**src/rtl/mcph_ram.sv**
```systemverilog
// Generic simple dual-port RAM, one write and one registered read port.
`default_nettype none
module mcph_ram #(
   parameter int WIDTH = 8,
   parameter int DEPTH = 64
) (
   input  wire logic                     clock,
   input  wire logic                     wr_en,
   input  wire logic [$clog2(DEPTH)-1:0] wr_addr,
   input  wire logic [WIDTH-1:0]         wr_data,
   input  wire logic [$clog2(DEPTH)-1:0] rd_addr,
   output logic      [WIDTH-1:0]         rd_data
);
   logic [WIDTH-1:0] mem [DEPTH];

   always_ff @(posedge clock) begin
      if (wr_en) begin
         mem[wr_addr] <= wr_data;
      end
      rd_data <= mem[rd_addr];
   end
endmodule
`default_nettype wire

```
**config.mk**
```make
export PLATFORM = sky130hd
export DESIGN_NAME = mcph_ram
export DESIGN_NICKNAME = d
export VERILOG_FILES = /design/src/rtl/mcph_ram.sv
export SDC_FILE = /design/constraint.sdc
export NUM_CORES = 1
export LEC_CHECK = 0
export BUFFER_PORTS_ARGS = -buffer_cell sky130_fd_sc_hd__buf_2
export CAP_MARGIN = 30
export CORE_ASPECT_RATIO = 0.6
export CORE_MARGIN = 5
export CORE_UTILIZATION = 45
export DETAILED_ROUTE_END_ITERATION = 7
export GPL_ROUTABILITY_DRIVEN = 1
export MAX_ROUTING_LAYER = met4
export PLACE_DENSITY_LB_ADDON = 0.12
export SYNTH_ARGS = -nofsm -noshare
export SYNTH_HDL_FRONTEND = slang
export SYNTH_SLANG_ARGS = --single-unit
```
**constraint.sdc**
```tcl
create_clock -name clock -period 4.2 [get_ports clock]
set_input_delay 0.84 -clock clock [delete_from_list [all_inputs] [get_ports clock]]
set_output_delay 0.84 -clock clock [all_outputs]
set_load 0.02 [all_outputs]
```
# Word level (Yosys, flattened, before mapping)
# Memories as Yosys holds them, arrays and structs flattened. A register that Yosys moved wholly into a read port is not among the register bits.
# Cells that the tools add are included.
word_totals:
  register_bits: 0
  latch_bits: 0
  ram_bits: 512
  mem_bits_ro: 0
  input_bits: 22
  output_inout_bits: 8
  wordCells: 3
  mem_count: 1
memory_table:
  columns: ["name", "depth", "width", "rd", "rd_clocked_by_memory_dff", "wr", "line", "rtl"]
  rows:
  - ["mem", 64, 8, 1, 1, 1, "14", "logic [WIDTH-1:0] mem [DEPTH];"]
op_classes:
  n_addsub: 0
  multipliers: 0
  div: 0
  n_lt_le_gt_ge: 0
  n_eq_ne: 0
  shifts: 0
  mux: 2
  bitwise: 0
  n_reduce_logical: 0
ops:
  columns: ["op", "n"]
  rows:
  - ["$mux W1", 2]

# Longest topological paths before layout
depth:
  depth_word: 2
  mapped_depth: 9
  mapped_depth_nobuf: 5

# Worst setup path before layout
# OpenSTA, ideal clock, no wires.
synth_timing:
  kind: "input-to-reg"
  startpoint: "input rd_addr[1]"
  endpoint: "register rd_data[3], read port of mem"
  setup_time_ns: 0.128
  t_arrival_ns: 2.380
  t_required_ns: 4.072
  path_slack_ns: 1.692
  cell_stages: 7
  path_buffers: 3
  cell_sequence: "buf_4 buf_2 buf_2 mux4_2 mux4_2 o21ai_1 o41ai_1"
synth_lines:
  columns: ["item", "line", "rtl"]
  rows:
  - ["from (decl)", "11", "input wire logic [$clog2(DEPTH)-1:0] rd_addr,"]
  - ["to (decl)", "12", "output logic [WIDTH-1:0] rd_data"]

==> out/qor.yml <==
wl_per_cell_um: 29.5
period_share: 0.645
setup-tns-final_ns: 0
htreeDepth: 2
synth-seq-area-share: 0.770
arrival_ns: 3.18
clk_latency_ns: 0.58
skew_ns: 0.0204
cts.sinks: 520
drive_gt1_frac: 0.286
die_area_mm2: 0.0493
final_area_mm2: 0.0229
synth_cell_types: 40
ir_worst_vdd_mv: 0.510
drtPass1Iterations: 5
die_h_um: 174
crit_type: "input port to register"
rrSetupSlack_ns: 2.17
required_ns: 4.67
p_leak_nw: 7.19
synth_area_mm2: 0.0202
io_buffers: 29
critPathLaunchType: "input port"
outcome: "completed"
grt_max_degree: 48
holdPathStages: 3
nets: 1055
cts_setup_buffers: 0
grt_pass1_vias: 9562
final_max_slew_viol_count: 0
cap_violations: 0
finalSetupViolCount: 0
area_growth_pct: 13.4
numCtsBuffers: 48
crit_path_end_kind: "register"
synth_warnings: 0
dp_hpwl_mm: 31.2
syn_avg_cell_area_um2: 21.5
reg2reg_to: "rd_data[1]"
post-route-min-period_ns: 2.71
antenna_cells: 0
rows: 60
die_w_um: 283
ctsHoldBuffers: 0
gr-usage-all-layers: 0.204
synthCells: 940
setup_ws_ns: 1.49
dpl_cell_area_mm2: 0.0213
drc_errors: 0
tightestPinTransition_ns: 1.01
r2r_cells: 5
async_flop_share: 0
drtIter0Drc: 1004
syn_nets: 962
overflow: 0
vias: 9757
synth_ff_type: "edfxtp_1"
p_per_area_mw_per_mm2: 471
cts_root_buf: "clkbuf_16"
cts_resized: 0
clk_pin_slew_worst_paths_ns: 0.06
wl_mm: 49.0
clk_path_buf_depth: 3
vias_per_cell: 5.87
antenna_found_initial: 0
slew_headroom: 0.323
floorplan.initialDensity: 0.452
worstSetupStartpoint: "rd_addr[0]"
worstHoldEndpoint: "rd_data[1]"
preCtsSetupSlack_ns: 0.856
cts_tree: "yes"
grt_pass1_wl_mm: 71.1
crit_fanout: 47
grt_setup_unrepaired: "false"
core_mm2: 0.0446
place.gp.congestion: 0.806
ys_ff_latch: 520
hold_viol: 0
fmax_mhz: 369
io_pins: 30
hp-start: "rd_addr[5]"
synth_edf_count: 512
final_antenna_net_count: 0
r2r_start: "mem[46][1]"
holdCritPathClass: "input port to register"
## cell families (layout without fill, tap and decap cells)
group	after synthesis	count (layout)	share of synthesized area
simple gates	153	153	0.0339
compound gates	54	54	0.0207
buf+inv	51	183	0.0157
mux	162	162	0.159
flops	520	520	0.770
## synthesized netlist by cell type, types with 11 or more instances
library cell	count	area share
buf_2	11	0.0027
nor2_1	83	0.015
nand2_1	19	0.0035
mux2i_1	23	0.011
mux4_2	126	0.14
mux2_2	13	0.0073
edfxtp_1	512	0.76
nand3_1	13	0.0032
clkbuf_1	17	0.0032
buf_4	13	0.0048
nor2b_1	14	0.0043
## per-stage QoR
step / total power [W] / std cells / hold slack, ns / utilization
2_1_floorplan: 0.00618 / 940 / 0.718 / -
3_3_place_gp: 0.00645 / 1567 / 0.800 / 0.477
6_report: 0.0108 / 1661 / 0.704 / 0.513
3_5_place_dp: 0.00645 / 1571 / 0.804 / 0.477
4_1_cts: 0.0109 / 1660 / 0.681 / 0.513
5_1_grt: 0.0111 / 1661 / 0.695 / 0.513
## registers in the layout (all words and copies together) (netlist names)
| register | cells |
|---|---|
| rd_data | 8 |
| mem | 512 |
## report_power, final
part	switching, W	internal [W]	leakage [nW]
Sequential	0.0000178	0.00574	4.67
Combinational	0.000362	0.000211	1.75
Clock	0.00193	0.00250	0.765
## cells in the final DEF, fill, tap and decap left out, drive strengths merged, types with 13 or more instances in the layout
cell    count
clkbuf     64
nor2b      14
nand2      19
nand3      13
mux2       13
nor2       83
mux4      126
mux2i      23
edfxtp    512
clkinv     14
buf        93
## worst max-delay path: stages
cell and delay (ns):
clkbuf_8 0.51, buf_12 0.28, mux4_2 0.52, mux4_2 0.51
nor2_1 0.19, nor3_1 0.13, o2bb2ai_1 0.15
## routing by layer
| metal | routed length [um] | part of all wire | vias up | track usage |
|---|---|---|---|---|
| met2 | 20400 | 0.42 | 362 | 0.268 |
| met4 | 908 | 0.019 | 0 | 0.0405 |
| li1 | - | - | 4120 | - |
| met1 | 24200 | 0.49 | 5210 | 0.331 |
| met3 | 3520 | 0.072 | 65 | 0.0421 |
| met5 | 0 | 0 | - | - |
## cell type report
cell class	instances	area [um^2]
Tap cell	589	737
Multi-Input combinational cell	369	4320
Clock inverter	26	272
Sequential cell	520	15500
Clock buffer	63	1300
Fill cell	3589	21700
Timing Repair Buffer	94	709
## worst max-delay path by stage
| stage | cells after the start | end |
|---|---|---|
| 6_report | 7 | rd_data[2] |
| 5_1_grt | 7 | rd_data[0] |
| 4_1_cts | 7 | rd_data[0] |
| 3_5_place_dp | 7 | rd_data[4] |
| 3_3_place_gp | 7 | rd_data[0] |
| 2_1_floorplan | 7 | rd_data[3] |
No activity file was read; power rests on OpenSTA's default activity.
