===== src/rtl/mcph_pkg.sv =====
// Shared constants, types and helpers of the metric check / hop distance block.
`default_nettype none
package mcph_pkg;
   localparam int MAX_NODES = 64;
   localparam int NODE_W    = $clog2(MAX_NODES);
   localparam int CNT_W     = NODE_W + 1;
   localparam int CELL_W    = 2 * NODE_W;
   localparam int CELLS     = MAX_NODES * MAX_NODES;
   localparam int LAT_WIDTH = 16;
   localparam int FUNC_W    = 2;
   localparam int DIST_W    = 7;
   localparam int CFG_W     = 7;

   localparam logic [FUNC_W-1:0] FUNC_LOAD  = 2'd0;
   localparam logic [FUNC_W-1:0] FUNC_SOLVE = 2'd1;
   localparam logic [FUNC_W-1:0] FUNC_READ  = 2'd2;

   localparam logic [DIST_W-1:0] DIST_NONE = '1;        // -1
   localparam logic [DIST_W-1:0] HOP_MAX   = 7'd63;

   typedef struct packed {
      logic             start;
      logic [CNT_W-1:0] count;
   } eng_ctl_type;

   typedef struct packed {
      logic done;
      logic ok;
   } eng_sts_type;

   // lower-triangle cell of a symmetric pair: {larger, smaller}
   function automatic logic [CELL_W-1:0] lat_cell(input logic [NODE_W-1:0] a,
                                                  input logic [NODE_W-1:0] b);
      lat_cell = (a > b) ? {a, b} : {b, a};
   endfunction
endpackage
`default_nettype wire


===== src/rtl/mcph_prune.sv =====
// Triple sweep: triangle-inequality check and two-hop edge pruning.
`default_nettype none
module mcph_prune import mcph_pkg::*; (
   input  wire logic                 clock,
   input  wire logic                 reset,
   input  wire eng_ctl_type          ctl,
   output eng_sts_type               sts,
   output logic [CELL_W-1:0]         lat_a_addr,
   input  wire logic [LAT_WIDTH-1:0] lat_a_data,
   output logic [CELL_W-1:0]         lat_b_addr,
   input  wire logic [LAT_WIDTH-1:0] lat_b_data,
   output logic                      edge_we,
   output logic [CELL_W-1:0]         edge_addr,
   output logic                      edge_data
);
   localparam logic [1:0] P_IDLE = 2'd0;
   localparam logic [1:0] P_IJ   = 2'd1;
   localparam logic [1:0] P_K    = 2'd2;
   localparam logic [1:0] P_END  = 2'd3;

   logic [1:0]           state_ff, state_in;
   logic [NODE_W-1:0]    i_ff, i_in, j_ff, j_in, k_ff, k_in;
   logic [CNT_W-1:0]     n_ff, n_in;
   logic                 ev_ff, ev_in, cap_ff, cap_in;
   logic                 kx_ff, kx_in, zik_ff, zik_in, zkj_ff, zkj_in;
   logic [LAT_WIDTH-1:0] lat_ij_ff, lat_ij_in;
   logic                 viol_ff, viol_in, eq_ff, eq_in;
   logic                 done_ff, done_in, ok_ff, ok_in;

   logic [LAT_WIDTH-1:0] v_ij, v_ik, v_kj;
   logic [LAT_WIDTH:0]   sum;
   logic                 viol_now, eq_now, i_last, j_last, k_last;

   assign v_ij     = (i_ff == j_ff) ? '0 : lat_ij_ff;
   assign v_ik     = zik_ff ? '0 : lat_a_data;
   assign v_kj     = zkj_ff ? '0 : lat_b_data;
   assign sum      = {1'b0, v_ik} + {1'b0, v_kj};
   assign viol_now = ev_ff && ({1'b0, v_ij} > sum);
   assign eq_now   = ev_ff && !kx_ff && ({1'b0, v_ij} == sum);

   assign i_last = ({1'b0, i_ff} == n_ff - CNT_W'(1));
   assign j_last = ({1'b0, j_ff} == n_ff - CNT_W'(1));
   assign k_last = ({1'b0, k_ff} == n_ff - CNT_W'(1));

   assign sts.done = done_ff;
   assign sts.ok   = ok_ff;

   always_comb begin
      state_in   = state_ff;
      i_in       = i_ff;
      j_in       = j_ff;
      k_in       = k_ff;
      n_in       = n_ff;
      ev_in      = 1'b0;
      cap_in     = 1'b0;
      kx_in      = kx_ff;
      zik_in     = zik_ff;
      zkj_in     = zkj_ff;
      lat_ij_in  = lat_ij_ff;
      viol_in    = viol_ff || viol_now;
      eq_in      = eq_ff || eq_now;
      done_in    = 1'b0;
      ok_in      = ok_ff;
      lat_a_addr = lat_cell(i_ff, k_ff);
      lat_b_addr = lat_cell(k_ff, j_ff);
      edge_we    = 1'b0;
      edge_addr  = {i_ff, j_ff};
      edge_data  = (i_ff != j_ff) && !(eq_ff || eq_now);
      unique case (state_ff)
         P_IDLE: begin
            if (ctl.start) begin
               n_in     = ctl.count;
               i_in     = '0;
               j_in     = '0;
               viol_in  = 1'b0;
               eq_in    = 1'b0;
               state_in = P_IJ;
            end
         end
         P_IJ: begin
            lat_a_addr = lat_cell(i_ff, j_ff);
            cap_in     = 1'b1;
            k_in       = '0;
            state_in   = P_K;
         end
         P_K: begin
            if (cap_ff) begin
               lat_ij_in = lat_a_data;
            end
            ev_in  = 1'b1;
            kx_in  = (k_ff == i_ff) || (k_ff == j_ff);
            zik_in = (k_ff == i_ff);
            zkj_in = (k_ff == j_ff);
            if (k_last) begin
               state_in = P_END;
            end else begin
               k_in = k_ff + NODE_W'(1);
            end
         end
         default: begin
            // last k evaluates here; commit the edge of pair (i,j)
            edge_we = 1'b1;
            eq_in   = 1'b0;
            if (j_last) begin
               j_in = '0;
               if (i_last) begin
                  done_in  = 1'b1;
                  ok_in    = !(viol_ff || viol_now);
                  state_in = P_IDLE;
               end else begin
                  i_in     = i_ff + NODE_W'(1);
                  state_in = P_IJ;
               end
            end else begin
               j_in     = j_ff + NODE_W'(1);
               state_in = P_IJ;
            end
         end
      endcase
   end

   always_ff @(posedge clock) begin
      if (reset) begin
         state_ff <= P_IDLE;
         ev_ff    <= 1'b0;
         cap_ff   <= 1'b0;
         done_ff  <= 1'b0;
         ok_ff    <= 1'b0;
      end else begin
         state_ff <= state_in;
         ev_ff    <= ev_in;
         cap_ff   <= cap_in;
         done_ff  <= done_in;
         ok_ff    <= ok_in;
      end
      i_ff      <= i_in;
      j_ff      <= j_in;
      k_ff      <= k_in;
      n_ff      <= n_in;
      kx_ff     <= kx_in;
      zik_ff    <= zik_in;
      zkj_ff    <= zkj_in;
      lat_ij_ff <= lat_ij_in;
      viol_ff   <= viol_in;
      eq_ff     <= eq_in;
   end
endmodule
`default_nettype wire


===== config.mk =====
export PLATFORM = sky130hd
export DESIGN_NAME = mcph_prune
export DESIGN_NICKNAME = d
export VERILOG_FILES = /design/src/rtl/mcph_pkg.sv /design/src/rtl/mcph_prune.sv
export SDC_FILE = /design/constraint.sdc
export NUM_CORES = 1
export LEC_CHECK = 0
export ABC_AREA = 1
export BUFFER_PORTS_ARGS = -buffer_cell sky130_fd_sc_hd__buf_2
export CAP_MARGIN = 0
export CORE_MARGIN = 3
export CORE_UTILIZATION = 45
export CTS_CLUSTER_DIAMETER = 100
export DETAILED_ROUTE_END_ITERATION = 8
export HOLD_SLACK_MARGIN = 0.12
export PLACE_DENSITY_LB_ADDON = 0.25
export REMOVE_ABC_BUFFERS = 1
export SYNTH_ARGS = -nofsm -noshare
export SYNTH_HDL_FRONTEND = slang
export SYNTH_SLANG_ARGS = --single-unit

===== constraint.sdc =====
create_clock -name clock -period 9.05 [get_ports clock]
set_clock_uncertainty 0.05 [all_clocks]
set_input_delay 1.81 -clock clock [delete_from_list [all_inputs] [get_ports clock]]
set_output_delay 1.81 -clock clock [all_outputs]
set_load 0.01 [all_outputs]

; Word level (Yosys, flattened, before mapping)
; Cells that the tools add are included.
[op_classes]
n_mux = 28
bitwise_logic = 3
eq_ne = 14
n_lt_le_gt_ge = 4
addsub = 5
reduce_logical = 23
[ops]
columns = op, n
row1 = $mux 12, 4
row2 = $mux 16, 3
row3 = $pmux 6 s2, 3
row4 = $mux 6, 5
row5 = $eq 6x7->1, 3
row6 = $add 6x1->6 const B, 3
row7 = $eq 6x6->1, 3
row8 = $gt 6x6->1, 3
row9 = $add 16x16->17, 1
row10 = $eq 16x17->1, 1
row11 = $gt 16x17->1, 1
row12 = $reduce_and 2->1, 5
row13 = $mux 1, 8
row14 = $sub 7x1->7 const B, 1
row15 = $mux 2, 3
row16 = $ne 2x2->1 const B, 3
row17 = $ne 6x6->1, 1
row18 = $pmux 2 s3, 1
row19 = $reduce_or 5->1, 1
row20 = $logic_and 1x1->1, 4
row21 = $reduce_and 4->1, 1
row22 = $reduce_bool 2->1, 2
row23 = $logic_not 1->1, 3
row24 = $logic_or 1x1->1, 3
row25 = 9 further kinds, 11
[word_totals]
ff_bits = 52
wordCells = 92
inputBits = 42

; Logic depth before layout (Yosys ltp)
[logic_depth]
ltp_word = 7
depth_mapped = 25

; Least setup slack after synthesis
; Ideal clock, no wire load.
[synth_timing]
kind = input -> output
startpoint = in lat_a_data[0]
endpoint = out edge_data
cell_stages = 20
t_arrival_ns = 4.171
setup_slack_ns = 3.019
required_ns = 7.190
path_buffers = 0
path_cell_list = inv_1 > nor2_1 > ha_1 > fa_1 > nand3_1 > nand2_1 > nand4_1 > nand3_1 > nand2_1 > nand2_1 > a21oi_1 > xor2_1 > ha_1 > nand2_1 > inv_1 > nand3_1 > nor3_1 > nand4_1 > inv_1 > nor3_1
[synth_via]
elab_chain_cells = 7
[synth_lines]
columns = item, line_no
row1 = from (decl), mcph_prune.sv:9  ; input wire logic [LAT_WIDTH-1:0] lat_a_data,
row2 = $mux 16, mcph_prune.sv:35  ; assign v_ik = zik_ff ? '0 : lat_a_data;
row3 = $add 16x16->17, mcph_prune.sv:37  ; assign sum = {1'b0, v_ik} + {1'b0, v_kj};
row4 = $eq 16x17->1, mcph_prune.sv:39  ; assign eq_now = ev_ff && !kx_ff && ({1'b0, v_ij} == sum);
row5 = $logic_and 1x1->1, mcph_prune.sv:39
row6 = $logic_or 1x1->1, mcph_prune.sv:68  ; edge_data = (i_ff != j_ff) && !(eq_ff || eq_now);
row7 = $logic_not 1->1, mcph_prune.sv:68
row8 = $logic_and 1x1->1, mcph_prune.sv:68
row9 = to (decl), mcph_prune.sv:14  ; output logic edge_data
; Every way passes these cells.

; Worst setup path after layout
; Same ends and word-level chain as after synthesis.

==> impl_metrics.toml <==
[setup_path]
cp-end-kind = "output port"
crit_type = "in -> out"
crit_chain = "buf_2, inv_1, nor2_1, ha_1, fa_1, nand3_1, nand2_1, nand4_1, nand3_1, nand2_1, nand2_1, a21oi_1, xor2_1, ha_1, nand2_1, inv_1, nand3_1, nor3_1, nand4_1, inv_1, nor3_1, buf_2"
cpMostUsedCell = "nand2_1"
cp-start-kind = "input pin"
cp.required_ns = 7.19
crit_slowest_cell = "fa_1"
critPathMaxStageDelay_ns = 0.42
arrival_ns = 4.81
path_max_fanout = 4

[drt]
firstDrtPassIters = 5
post_drt_wl_per_cell_um = 14.0
routed_via_density = 5.17
drc = 0
vias = 4624
wl_met3_um = 905
wl_met2_um = 5680
first_iter_violations = 335
drt-total-wl_um = 12500
ant_nets = 0
wl_met1_um = 5850
routed.top_layer = "met4"

[die]
start_util_pct = 46.6
die_area_um2 = 12100
core_um2 = 10400
die_h_um = 110
fp-row-count = 37
die-width_um = 110
ios = 82

[global_route]
grt_pass1_wl_um = 20200
track_usage_pct = 21.1
grt_pass1_vias = 4181
grt_antenna_before_repair = 0
overflow = 0
grt_max_degree = 25

[finish]
n_fill_cell = 1059
drive_gt1_share_pct = 13.9
nNetsFinal = 859
syn_to_final_growth_pct = 12.0
utilization_pct = 52.2
antenna_cells = 0

[cts]
cts_max_level = 2
clock_path_buffers = 2
ctsHoldBuffers = 0
insertion_delay_ns = 0.32
clkSinkCount = 52
cts-root-buf = "clkbuf_8"
numCtsBuffers = 5
ctsResizeCount = 0
post_cts_buffers = 0
clk_pin_slew_ns = 0.09
cts_tree = "done"

[placement]
preCtsSetupSlack_ns = 2.41
hpwl_um = 9930
port_buffers = 81
gp_congestion = 0.957

[logic_synthesis]
ys_seq_area_share_pct = 30.5
avgSynthCellArea_um2 = 7.07
yosysWarnings = 0
syn_inst = 687
synth_area_um2 = 4860
synth_cell_types = 36
ys_ff_latch = 52

[job]
cap_violations = 0

[power]
p_per_area_nw_per_um2 = 352
ir_drop_mv = 0.205
p_leak_nw = 2.84

[timing]
tightest_slew_ns = 0.894
fmax_mhz = 150
slew_headroom_pct = 40.4
rsz0062_at_grt = "no"
worst_slack_ns = 2.38
slew_viol_final = 0
setup_tns_ns = 0
setup_viol = 0
post-route-period-util_pct = 73.7
min_period_ns = 6.67
hold_viol = 0

[worst_hold_path]
hp-class = "reg -> reg"

[status]
status = "finished, final reports clean"
stage by stage:
stage,std cells,power (mW),hold WS [ns],cell area (um^2)
global route,894,2.11,0.452,5440
global placement,887,1.73,0.396,5360
detailed placement,887,1.77,0.409,5360
CTS,894,1.91,0.422,5440
floorplan,670,1.32,0.386,4780
finish,894,1.91,0.421,5440
worst max-delay path: cells and delay by family:
kind | cells | cell delay (ns)
xor+xnor | 1 | 0.09
compound gates | 1 | 0.17
fa+ha+maj | 3 | 0.99
simple gates | 12 | 1.27
buf+inv | 5 | 0.46
power breakdown:
part           total, mW  internal (mW)  switching [mW]
Clock              0.134         0.0527          0.0811
Sequential         0.490          0.361           0.128
Combinational       1.29          0.465           0.825
Total               1.91          0.879            1.03
cells in the mapped netlist (all sizes together):
cell type  number  share of area (%)
a21boi          1               0.15
a21o            3               0.46
a21oi          53                5.5
a31o            1               0.18
a31oi           6               0.77
and2            1               0.13
and3            1               0.13
buf             4               0.52
clkbuf         13                1.0
dfxtp           8                3.3
edfxtp         44                 27
fa              1               0.41
ha             58                 15
inv           123                9.5
nand2         132                 11
nand3          26                2.9
nand4          13                1.7
nor2          103                8.1
nor3           12                1.2
nor4            3               0.52
o2111ai         1               0.18
o21a            2               0.31
o21ai          54                5.6
o21bai          2               0.31
o221ai          3               0.54
or2             1               0.13
xnor2           8                1.4
xnor3           2               0.93
xor2            8                1.4
final cells by class:
class / instances / area [um^2] / share of cell area, %
Clock buffer: 5 / 68.8 / 1.27
Clock inverter: 2 / 12.5 / 0.230
Inverter: 123 / 462 / 8.49
Multi-Input combinational cell: 495 / 2840 / 52.2
Sequential cell: 52 / 1480 / 27.2
Tap cell: 136 / 170 / 3.13
Timing Repair Buffer: 81 / 405 / 7.46
cells by family after synthesis:
group | Yosys count | share of synthesized area, %
compound gates | 126 | 13.9
xor+xnor | 18 | 3.81
fa+ha+maj | 59 | 15.4
buf+inv | 140 | 11.1
flops | 52 | 30.5
simple gates | 292 | 25.3
registers in the layout, summed over array words and instances, names as in the netlist, 2 cells and up:
signal and count:
i_ff 6, j_ff 6, k_ff 6, lat_ij_ff 16, n_ff 7, state_ff 2
layout by cell type (no fill, tap or decap), drive strengths merged, types with 12 or more instances in the layout:
| cell type | netlist | routed |
|---|---|---|
| edfxtp | 44 | 44 |
| nand3 | 26 | 26 |
| ha | 58 | 58 |
| nand2 | 132 | 132 |
| nor2 | 103 | 103 |
| inv | 123 | 123 |
| buf | 4 | 81 |
| nor3 | 12 | 12 |
| nand4 | 13 | 13 |
| a21oi | 53 | 53 |
| o21ai | 54 | 54 |
layer usage:
layer  track usage, %  up-vias
li1                 -     2396
met5                0        -
met3             3.46        7
met1             30.8     2086
met2             33.1      135
met4             3.92        0
worst paths after layout:
path	endpoint	from	cells past startpoint	slack, ns
max	edge_data	lat_a_data[0]	22	2.38
min	viol_ff	viol_ff	2	0.42
max reg2reg	ok_ff	zkj_ff	22	5.29
min reg2reg	viol_ff	viol_ff	2	0.42
Power figures use the tool's default switching activity.
