[config.mk]
export PLATFORM = sky130hd
export DESIGN_NAME = mcph_search
export DESIGN_NICKNAME = d
export VERILOG_FILES = /design/src/rtl/mcph_pkg.sv /design/src/rtl/mcph_search.sv
export SDC_FILE = /design/constraint.sdc
export NUM_CORES = 1
export LEC_CHECK = 0
export BUFFER_PORTS_ARGS = -buffer_cell sky130_fd_sc_hd__buf_2
export CORE_UTILIZATION = 25
export CTS_BUF_LIST = sky130_fd_sc_hd__clkbuf_4 sky130_fd_sc_hd__clkbuf_8
export CTS_CLUSTER_SIZE = 24
export DETAILED_ROUTE_END_ITERATION = 6
export GPL_ROUTABILITY_DRIVEN = 0
export PLACE_DENSITY_LB_ADDON = 0.08
export SYNTH_ARGS = -nofsm -noshare
export SYNTH_HDL_FRONTEND = slang
export SYNTH_SLANG_ARGS = --single-unit
[constraint.sdc]
create_clock -name clock -period 8.52 [get_ports clock]
set_clock_uncertainty 0.15 [all_clocks]
set_input_delay 2.556 -clock clock [delete_from_list [all_inputs] [get_ports clock]]
set_output_delay 2.556 -clock clock [all_outputs]
set_load 0.02 [all_outputs]
[src/rtl/mcph_pkg.sv]
// Shared constants, types and helpers of the metric check / hop distance block.
`default_nettype none
package mcph_pkg;
   localparam int MAX_NODES = 64;
   localparam int NODE_W    = $clog2(MAX_NODES);
   localparam int CNT_W     = NODE_W + 1;
   localparam int CELL_W    = 2 * NODE_W;
   localparam int CELLS     = MAX_NODES * MAX_NODES;
   localparam int LAT_WIDTH = 16;
   localparam int FUNC_W    = 2;
   localparam int DIST_W    = 7;
   localparam int CFG_W     = 7;

   localparam logic [FUNC_W-1:0] FUNC_LOAD  = 2'd0;
   localparam logic [FUNC_W-1:0] FUNC_SOLVE = 2'd1;
   localparam logic [FUNC_W-1:0] FUNC_READ  = 2'd2;

   localparam logic [DIST_W-1:0] DIST_NONE = '1;        // -1
   localparam logic [DIST_W-1:0] HOP_MAX   = 7'd63;

   typedef struct packed {
      logic             start;
      logic [CNT_W-1:0] count;
   } eng_ctl_type;

   typedef struct packed {
      logic done;
      logic ok;
   } eng_sts_type;

   // lower-triangle cell of a symmetric pair: {larger, smaller}
   function automatic logic [CELL_W-1:0] lat_cell(input logic [NODE_W-1:0] a,
                                                  input logic [NODE_W-1:0] b);
      lat_cell = (a > b) ? {a, b} : {b, a};
   endfunction
endpackage
`default_nettype wire

[src/rtl/mcph_search.sv]
// Breadth-first search from every root over the edge memory.
`default_nettype none
module mcph_search import mcph_pkg::*; (
   input  wire logic              clock,
   input  wire logic              reset,
   input  wire eng_ctl_type       ctl,
   output eng_sts_type            sts,
   output logic [CELL_W-1:0]      edge_addr,
   input  wire logic              edge_data,
   output logic                   hop_we,
   output logic [CELL_W-1:0]      hop_waddr,
   output logic [DIST_W-1:0]      hop_wdata,
   output logic [CELL_W-1:0]      hop_raddr,
   input  wire logic [DIST_W-1:0] hop_rdata,
   output logic                   q_we,
   output logic [NODE_W-1:0]      q_waddr,
   output logic [NODE_W-1:0]      q_wdata,
   output logic [NODE_W-1:0]      q_raddr,
   input  wire logic [NODE_W-1:0] q_rdata
);
   localparam logic [2:0] S_IDLE = 3'd0;
   localparam logic [2:0] S_INIT = 3'd1;
   localparam logic [2:0] S_POP  = 3'd2;
   localparam logic [2:0] S_HEAD = 3'd3;
   localparam logic [2:0] S_ULVL = 3'd4;
   localparam logic [2:0] S_VRD  = 3'd5;
   localparam logic [2:0] S_VEV  = 3'd6;

   logic [2:0]        state_ff, state_in;
   logic [NODE_W-1:0] r_ff, r_in, v_ff, v_in, u_ff, u_in;
   logic [CNT_W-1:0]  head_ff, head_in, tail_ff, tail_in, n_ff, n_in;
   logic [DIST_W-1:0] du_ff, du_in;
   logic              done_ff, done_in;
   logic              r_last, v_last;

   assign r_last   = ({1'b0, r_ff} == n_ff - CNT_W'(1));
   assign v_last   = ({1'b0, v_ff} == n_ff - CNT_W'(1));
   assign sts.done = done_ff;
   assign sts.ok   = 1'b1;

   always_comb begin
      state_in  = state_ff;
      r_in      = r_ff;
      v_in      = v_ff;
      u_in      = u_ff;
      head_in   = head_ff;
      tail_in   = tail_ff;
      n_in      = n_ff;
      du_in     = du_ff;
      done_in   = 1'b0;
      edge_addr = {u_ff, v_ff};
      hop_we    = 1'b0;
      hop_waddr = {r_ff, v_ff};
      hop_wdata = (du_ff == HOP_MAX) ? HOP_MAX : du_ff + DIST_W'(1);
      hop_raddr = {r_ff, v_ff};
      q_we      = 1'b0;
      q_waddr   = tail_ff[NODE_W-1:0];
      q_wdata   = v_ff;
      q_raddr   = head_ff[NODE_W-1:0];
      unique case (state_ff)
         S_IDLE: begin
            if (ctl.start) begin
               n_in     = ctl.count;
               r_in     = '0;
               v_in     = '0;
               state_in = S_INIT;
            end
         end
         S_INIT: begin
            // clear the root's row, root itself at zero, seed the queue
            hop_we    = 1'b1;
            hop_wdata = (v_ff == r_ff) ? '0 : DIST_NONE;
            q_we      = (v_ff == '0);
            q_waddr   = '0;
            q_wdata   = r_ff;
            if (v_last) begin
               head_in  = '0;
               tail_in  = CNT_W'(1);
               state_in = S_POP;
            end else begin
               v_in = v_ff + NODE_W'(1);
            end
         end
         S_POP: begin
            if (head_ff == tail_ff) begin
               if (r_last) begin
                  done_in  = 1'b1;
                  state_in = S_IDLE;
               end else begin
                  r_in     = r_ff + NODE_W'(1);
                  v_in     = '0;
                  state_in = S_INIT;
               end
            end else begin
               head_in  = head_ff + CNT_W'(1);
               state_in = S_HEAD;
            end
         end
         S_HEAD: begin
            u_in      = q_rdata;
            hop_raddr = {r_ff, q_rdata};
            state_in  = S_ULVL;
         end
         S_ULVL: begin
            du_in    = hop_rdata;
            v_in     = '0;
            state_in = S_VRD;
         end
         S_VRD: begin
            state_in = S_VEV;
         end
         default: begin
            if (edge_data && (hop_rdata == DIST_NONE) && (tail_ff < CNT_W'(MAX_NODES))) begin
               hop_we  = 1'b1;
               q_we    = 1'b1;
               tail_in = tail_ff + CNT_W'(1);
            end
            if (v_last) begin
               state_in = S_POP;
            end else begin
               v_in     = v_ff + NODE_W'(1);
               state_in = S_VRD;
            end
         end
      endcase
   end

   always_ff @(posedge clock) begin
      if (reset) begin
         state_ff <= S_IDLE;
         done_ff  <= 1'b0;
      end else begin
         state_ff <= state_in;
         done_ff  <= done_in;
      end
      r_ff    <= r_in;
      v_ff    <= v_in;
      u_ff    <= u_in;
      head_ff <= head_in;
      tail_ff <= tail_in;
      n_ff    <= n_in;
      du_ff   <= du_in;
   end
endmodule
`default_nettype wire

; After elaboration in Yosys (flattened, before gate mapping)
; Cells that the tools add are included.
[word_totals]
latchBits = 0
memories = 0
out_inout_bits = 65
elab_cells = 83
inputBits = 24
register_bits = 50
ram_bits = 0
mem_bits_ro = 0
[classes]
reduce_logical = 16
addsub = 6
n_mux = 30
bitwise = 4
eq_ne = 17
mul = 0
shift = 0
magnitude_cmp = 1
div = 0
[ops]
columns = cell, n
row1 = 6-bit two-way mux, 9
row2 = 7-bit two-way mux, 7
row3 = 7-bit case mux with 2 select lines, 2
row4 = 6-bit case mux with 4 select lines, 1
row5 = "7-bit by 1-bit adder with 7-bit output, second input constant", 3
row6 = 3-bit case mux with 6 select lines, 1
row7 = 6-bit by 7-bit equality test with 1-bit output, 2
row8 = "6-bit by 1-bit adder with 6-bit output, second input constant", 2
row9 = 3-bit two-way mux, 4
row10 = 6-bit case mux with 2 select lines, 1
row11 = "2-bit inequality test, second input constant", 5
row12 = "7-bit by 6-bit equality test with 1-bit output, second input constant", 1
row13 = 7-bit equality test, 1
row14 = "7-bit equality test, second input constant", 1
row15 = "7-bit < comparator, second input constant", 1
row16 = "7-bit by 1-bit subtractor with 7-bit output, second input constant", 1
row17 = "3-bit by 2-bit equality test with 1-bit output, second input constant", 2
row18 = "3-bit equality test, second input constant", 2
row19 = 6-bit equality test, 1
row20 = 6-bit zero test, 1
row21 = 3-bit AND reduction, 2
row22 = 2-bit nonzero test, 3
row23 = 5-bit AND reduction, 1
row24 = 5-bit OR reduction, 1
row25 = 11 further kinds, 19

; Logic depth before layout (Yosys ltp)
[logic_depth]
depth_word = 5
ltp_mapped = 7

; Least setup slack after synthesis
; Ideal clock, no wire load.
[synth_timing]
path_kind = input port to output port
start = in edge_data
end = out hop_we
stages = 4
path_buffers = 0
slack_ns = 2.565
t_arrival_ns = 3.249
cell_sequence = nand4_1 -> nor4b_1 -> nand4_1 -> nand2_1
[synth_via]
elab_chain_len = 4
[synth_rtl]
columns = item, line_no
row1 = from (decl), mcph_search.sv:9  ; input wire logic edge_data,
row2 = 1-bit logical AND (2 in series), mcph_search.sv:113  ; if (edge_data && (hop_rdata == DIST_NONE) && (tail_ff < CNT_W'(MAX_NODES))) begin
row3 = 1-bit two-way mux, mcph_search.sv:113
row4 = 1-bit case mux with 2 select lines, mcph_search.sv:60  ; unique case (state_ff)
row5 = to (decl), mcph_search.sv:10  ; output logic hop_we,
; No other way between the ends.

; Final worst setup path
[layout_timing]
start = in hop_rdata[6]
end = out hop_we
[layout_via]
elab_chain_len = 5
[layout_rtl]
columns = item, line_no
row1 = from (decl), mcph_search.sv:14  ; input wire logic [DIST_W-1:0] hop_rdata,
row2 = 7-bit equality test, mcph_search.sv:113
row3 = 1-bit logical AND (2 in series), mcph_search.sv:113
row4 = 1-bit two-way mux, mcph_search.sv:113
row5 = 1-bit case mux with 2 select lines, mcph_search.sv:60
; No other way between the ends.

==> summary.md <==
| Metric | Value |
|---|---|
| Routed Antenna Nets | `0` |
| Largest net degree at the start of global routing | `20` |
| Synth Warn # | `0` |
| Setup total negative slack | `0 ns` |
| Hold Crit Start | `state_ff[2]` |
| Commonest non-fill, non-tap cell in the layout | `buf_2` |
| Post-synth EDFFs | `46` |
| Share of layout cells above drive strength 1 | `0.284` |
| Final Total Pwr | `581 µW` |
| Clock Pin Slew Worst Setup and Hold Paths | `0.10 ns` |
| Hold Path Class | `flop to flop` |
| Worst path slowest cell | `nor4b_1` |
| Async set or reset register ratio after synthesis | `0` |
| Crit start category | `input pin` |
| Row count | `41` |
| Max Freq | `161 MHz` |
| GRT Total Usage | `0.133` |
| Hold Fails Final Rpt | `0` |
| Clk Latency, worst-skew pair | `0.33 ns` |
| Hold depth | `2` |
| Mapped Cells | `323` |
| Area delta synth->final | `16.1%` |
| Number of port buffers | `87` |
| Die Span X | `116 µm` |
| Slew headroom | `0.215` |
| Reg2reg end | `tail_ff[4]` |
| FF-to-FF path depth | `6` |
| Worst path cell trace | `buf_2, nand4_1, nor4b_1, nand4_1, nand2_1, buf_2` |
| Cell variety after synth | `47` |
| Vert. Die Dim | `116 µm` |
| Critical path capture point type | `primary output` |
| Synthesized Nets | `354` |
| Most frequent cells in the layout | `87 x buf_2, 46 x edfxtp_1, 44 x nand2_1` |
| Worst EP arrival | `3.52 ns` |
| Starting DRT DRC Count | `109` |
| Dominant synthesized flop cell | `edfxtp_1` |
| Slowest stage delay, CP | `0.30 ns` |
| WL per Instance | `14.8 µm` |
| CP max FO | `3` |
| Dpl hpwl | `6340 µm` |
| Slew Viols, Final | `0` |
| Crit path kind | `input pin to primary output` |
| CTS Buf Count | `5` |
| Area leader, netlist | `edfxtp_1` |
| Syn_area_per_cell | `9.99 µm²` |
| Initial DRT Pass Iterations | `4` |
| Die area | `0.0134 mm²` |
| Synth Register Bits | `50` |
| Filler cells | `1397` |
| WHS Endpoint | `state_ff[2]` |
| First-pass GRT wire length | `13000 µm` |
| Post-Syn Area | `0.00323 mm²` |
| CORE AREA | `0.0126 mm²` |
| Nets | `414` |
| ANT cells | `0` |
| CP required | `5.81 ns` |
| Hold buffers post-CTS | `0` |
| Post-synthesis sequential area ratio | `0.453` |
| Power per Cell Area | `155 mW/mm²` |
| Num ports | `89` |
| Drc violations | `0` |
| Delay-heaviest family, CP | `simple AND/OR/NAND/NOR gates` |
| CTS root buffer | `clkbuf_8` |
| Clock buffer depth | `2` |
| Setup Fix Bufs, Post-CTS | `0` |
| Initial core utilization | `0.256` |
| Register-to-register setup slack | `5.30 ns` |
| Clock sink total | `50` |
| CTS H-tree depth | `2` |
| Crit path time final | `6.22 ns` |
| Peak VDD IR | `0.0000543 V` |
| GRT overflow | `0` |
| Worst Max-Slew Pin Slew | `1.17 ns` |
| Leakage | `0.00147 µW` |
| WL final | `8250 µm` |
| Synth area leaders | `edfxtp_1 43%, xnor2_1 9.5%, nand2_1 5.1%, xor2_1 4.9%, buf_4 4.7%` |
| RSZ-0062 raised after global routing | `no` |
| Via count | `2429` |
| Reg2Reg Launch Point | `n_ff[0]` |
| Status | `finished clean` |
| Initial antenna violation count | `0` |
| Crit share post-route | `0.730` |
| Vias in the first global route | `2393` |
| Post-synth top area share | `0.428` |
| Post-CTS sizing | `0` |
| Final setup viols | `0` |
| Buf/Inv on CP | `2` |
| Via density | `4.37` |
| MaxCap Viol Count | `0` |
| TritonCTS clock tree | `done` |
[worst max-delay path by stage]
stage / slack [ns] / start / to / cells past startpoint
floorplan: 2.57 / edge_data / hop_we / 4
global placement: 2.37 / hop_rdata[6] / hop_we / 6
detailed placement: 2.28 / hop_rdata[6] / hop_we / 6
CTS: 2.26 / hop_rdata[6] / hop_we / 6
global route: 2.16 / hop_rdata[6] / hop_we / 6
finish: 2.30 / hop_rdata[6] / hop_we / 6
[through the flow]
stage                util  cells  cell area [µm²]  hold WS, ns  setup slack [ns]
global placement    0.289    548             3650        0.421              2.37
floorplan               -    323             3230        0.359              2.57
CTS                 0.297    556             3750        0.435              2.26
detailed placement  0.289    548             3650        0.421              2.28
finish              0.297    556             3750        0.437              2.30
global route        0.297    556             3750        0.496              2.16
[worst register-to-register path, stage by stage (launching register included)]
cell and delay [ns]:
edfxtp_1 0.48, inv_1 0.09, ha_1 0.22, or3b_4 0.45, o31ai_4 0.23, nand4_2 0.26, o31ai_1 0.97
[flip-flops by register name, indices dropped and copies added (netlist names)]
signal,count
done_ff,1
du_ff,7
head_ff,7
n_ff,7
r_ff,6
state_ff,3
tail_ff,7
u_ff,6
v_ff,6
[Yosys cell counts (5+ instances only)]
master / instances
edfxtp_1: 46
nand2_1: 44
xnor2_1: 35
nor2_1: 30
buf_4: 20
xor2_1: 18
nand3_1: 13
clkbuf_1: 11
o21ai_0: 10
and2_1: 8
and3_1: 7
ha_1: 7
inv_1: 6
nand4_1: 5
nor2b_1: 5
o31ai_1: 5
[cells by family (layout without fill, tap and decap cells)]
family	after synthesis	in the layout	share of synthesized area
buffers and inverters	42	103	0.0803
AO/OA/AOI/OAI	34	34	0.0737
flip-flops	50	50	0.453
other	1	1	0.00116
adder cells (fa/ha/maj)	7	7	0.0271
AND/OR/NAND/NOR	135	135	0.213
XOR/XNOR	54	54	0.152
[report_power, final]
group / internal (µW) / switching, µW
Combinational: 48.8 / 77.8
Clock: 69.0 / 87.4
Sequential: 277 / 20.5
Total: 395 / 186
[metal layers]
| layer | GRT usage | vias to the layer above | wire (µm) |
|---|---|---|---|
| met5 | 0 | - | 0 |
| met4 | 0.0538 | 0 | 139 |
| met3 | 0.0288 | 8 | 405 |
| met2 | 0.210 | 73 | 3600 |
| met1 | 0.176 | 1132 | 4100 |
| li1 | - | 1216 | - |
[layout make-up]
cell class	count	area (µm²)	share of cell area
inverter	7	26.3	0.00701
clock inverter	1	5.00	0.00134
clock buffer	7	90.1	0.0240
multi-input combinational	231	1510	0.402
timing repair buffer	88	443	0.118
sequential	50	1460	0.390
tap	172	215	0.0574
Power figures use the tool's default switching activity.
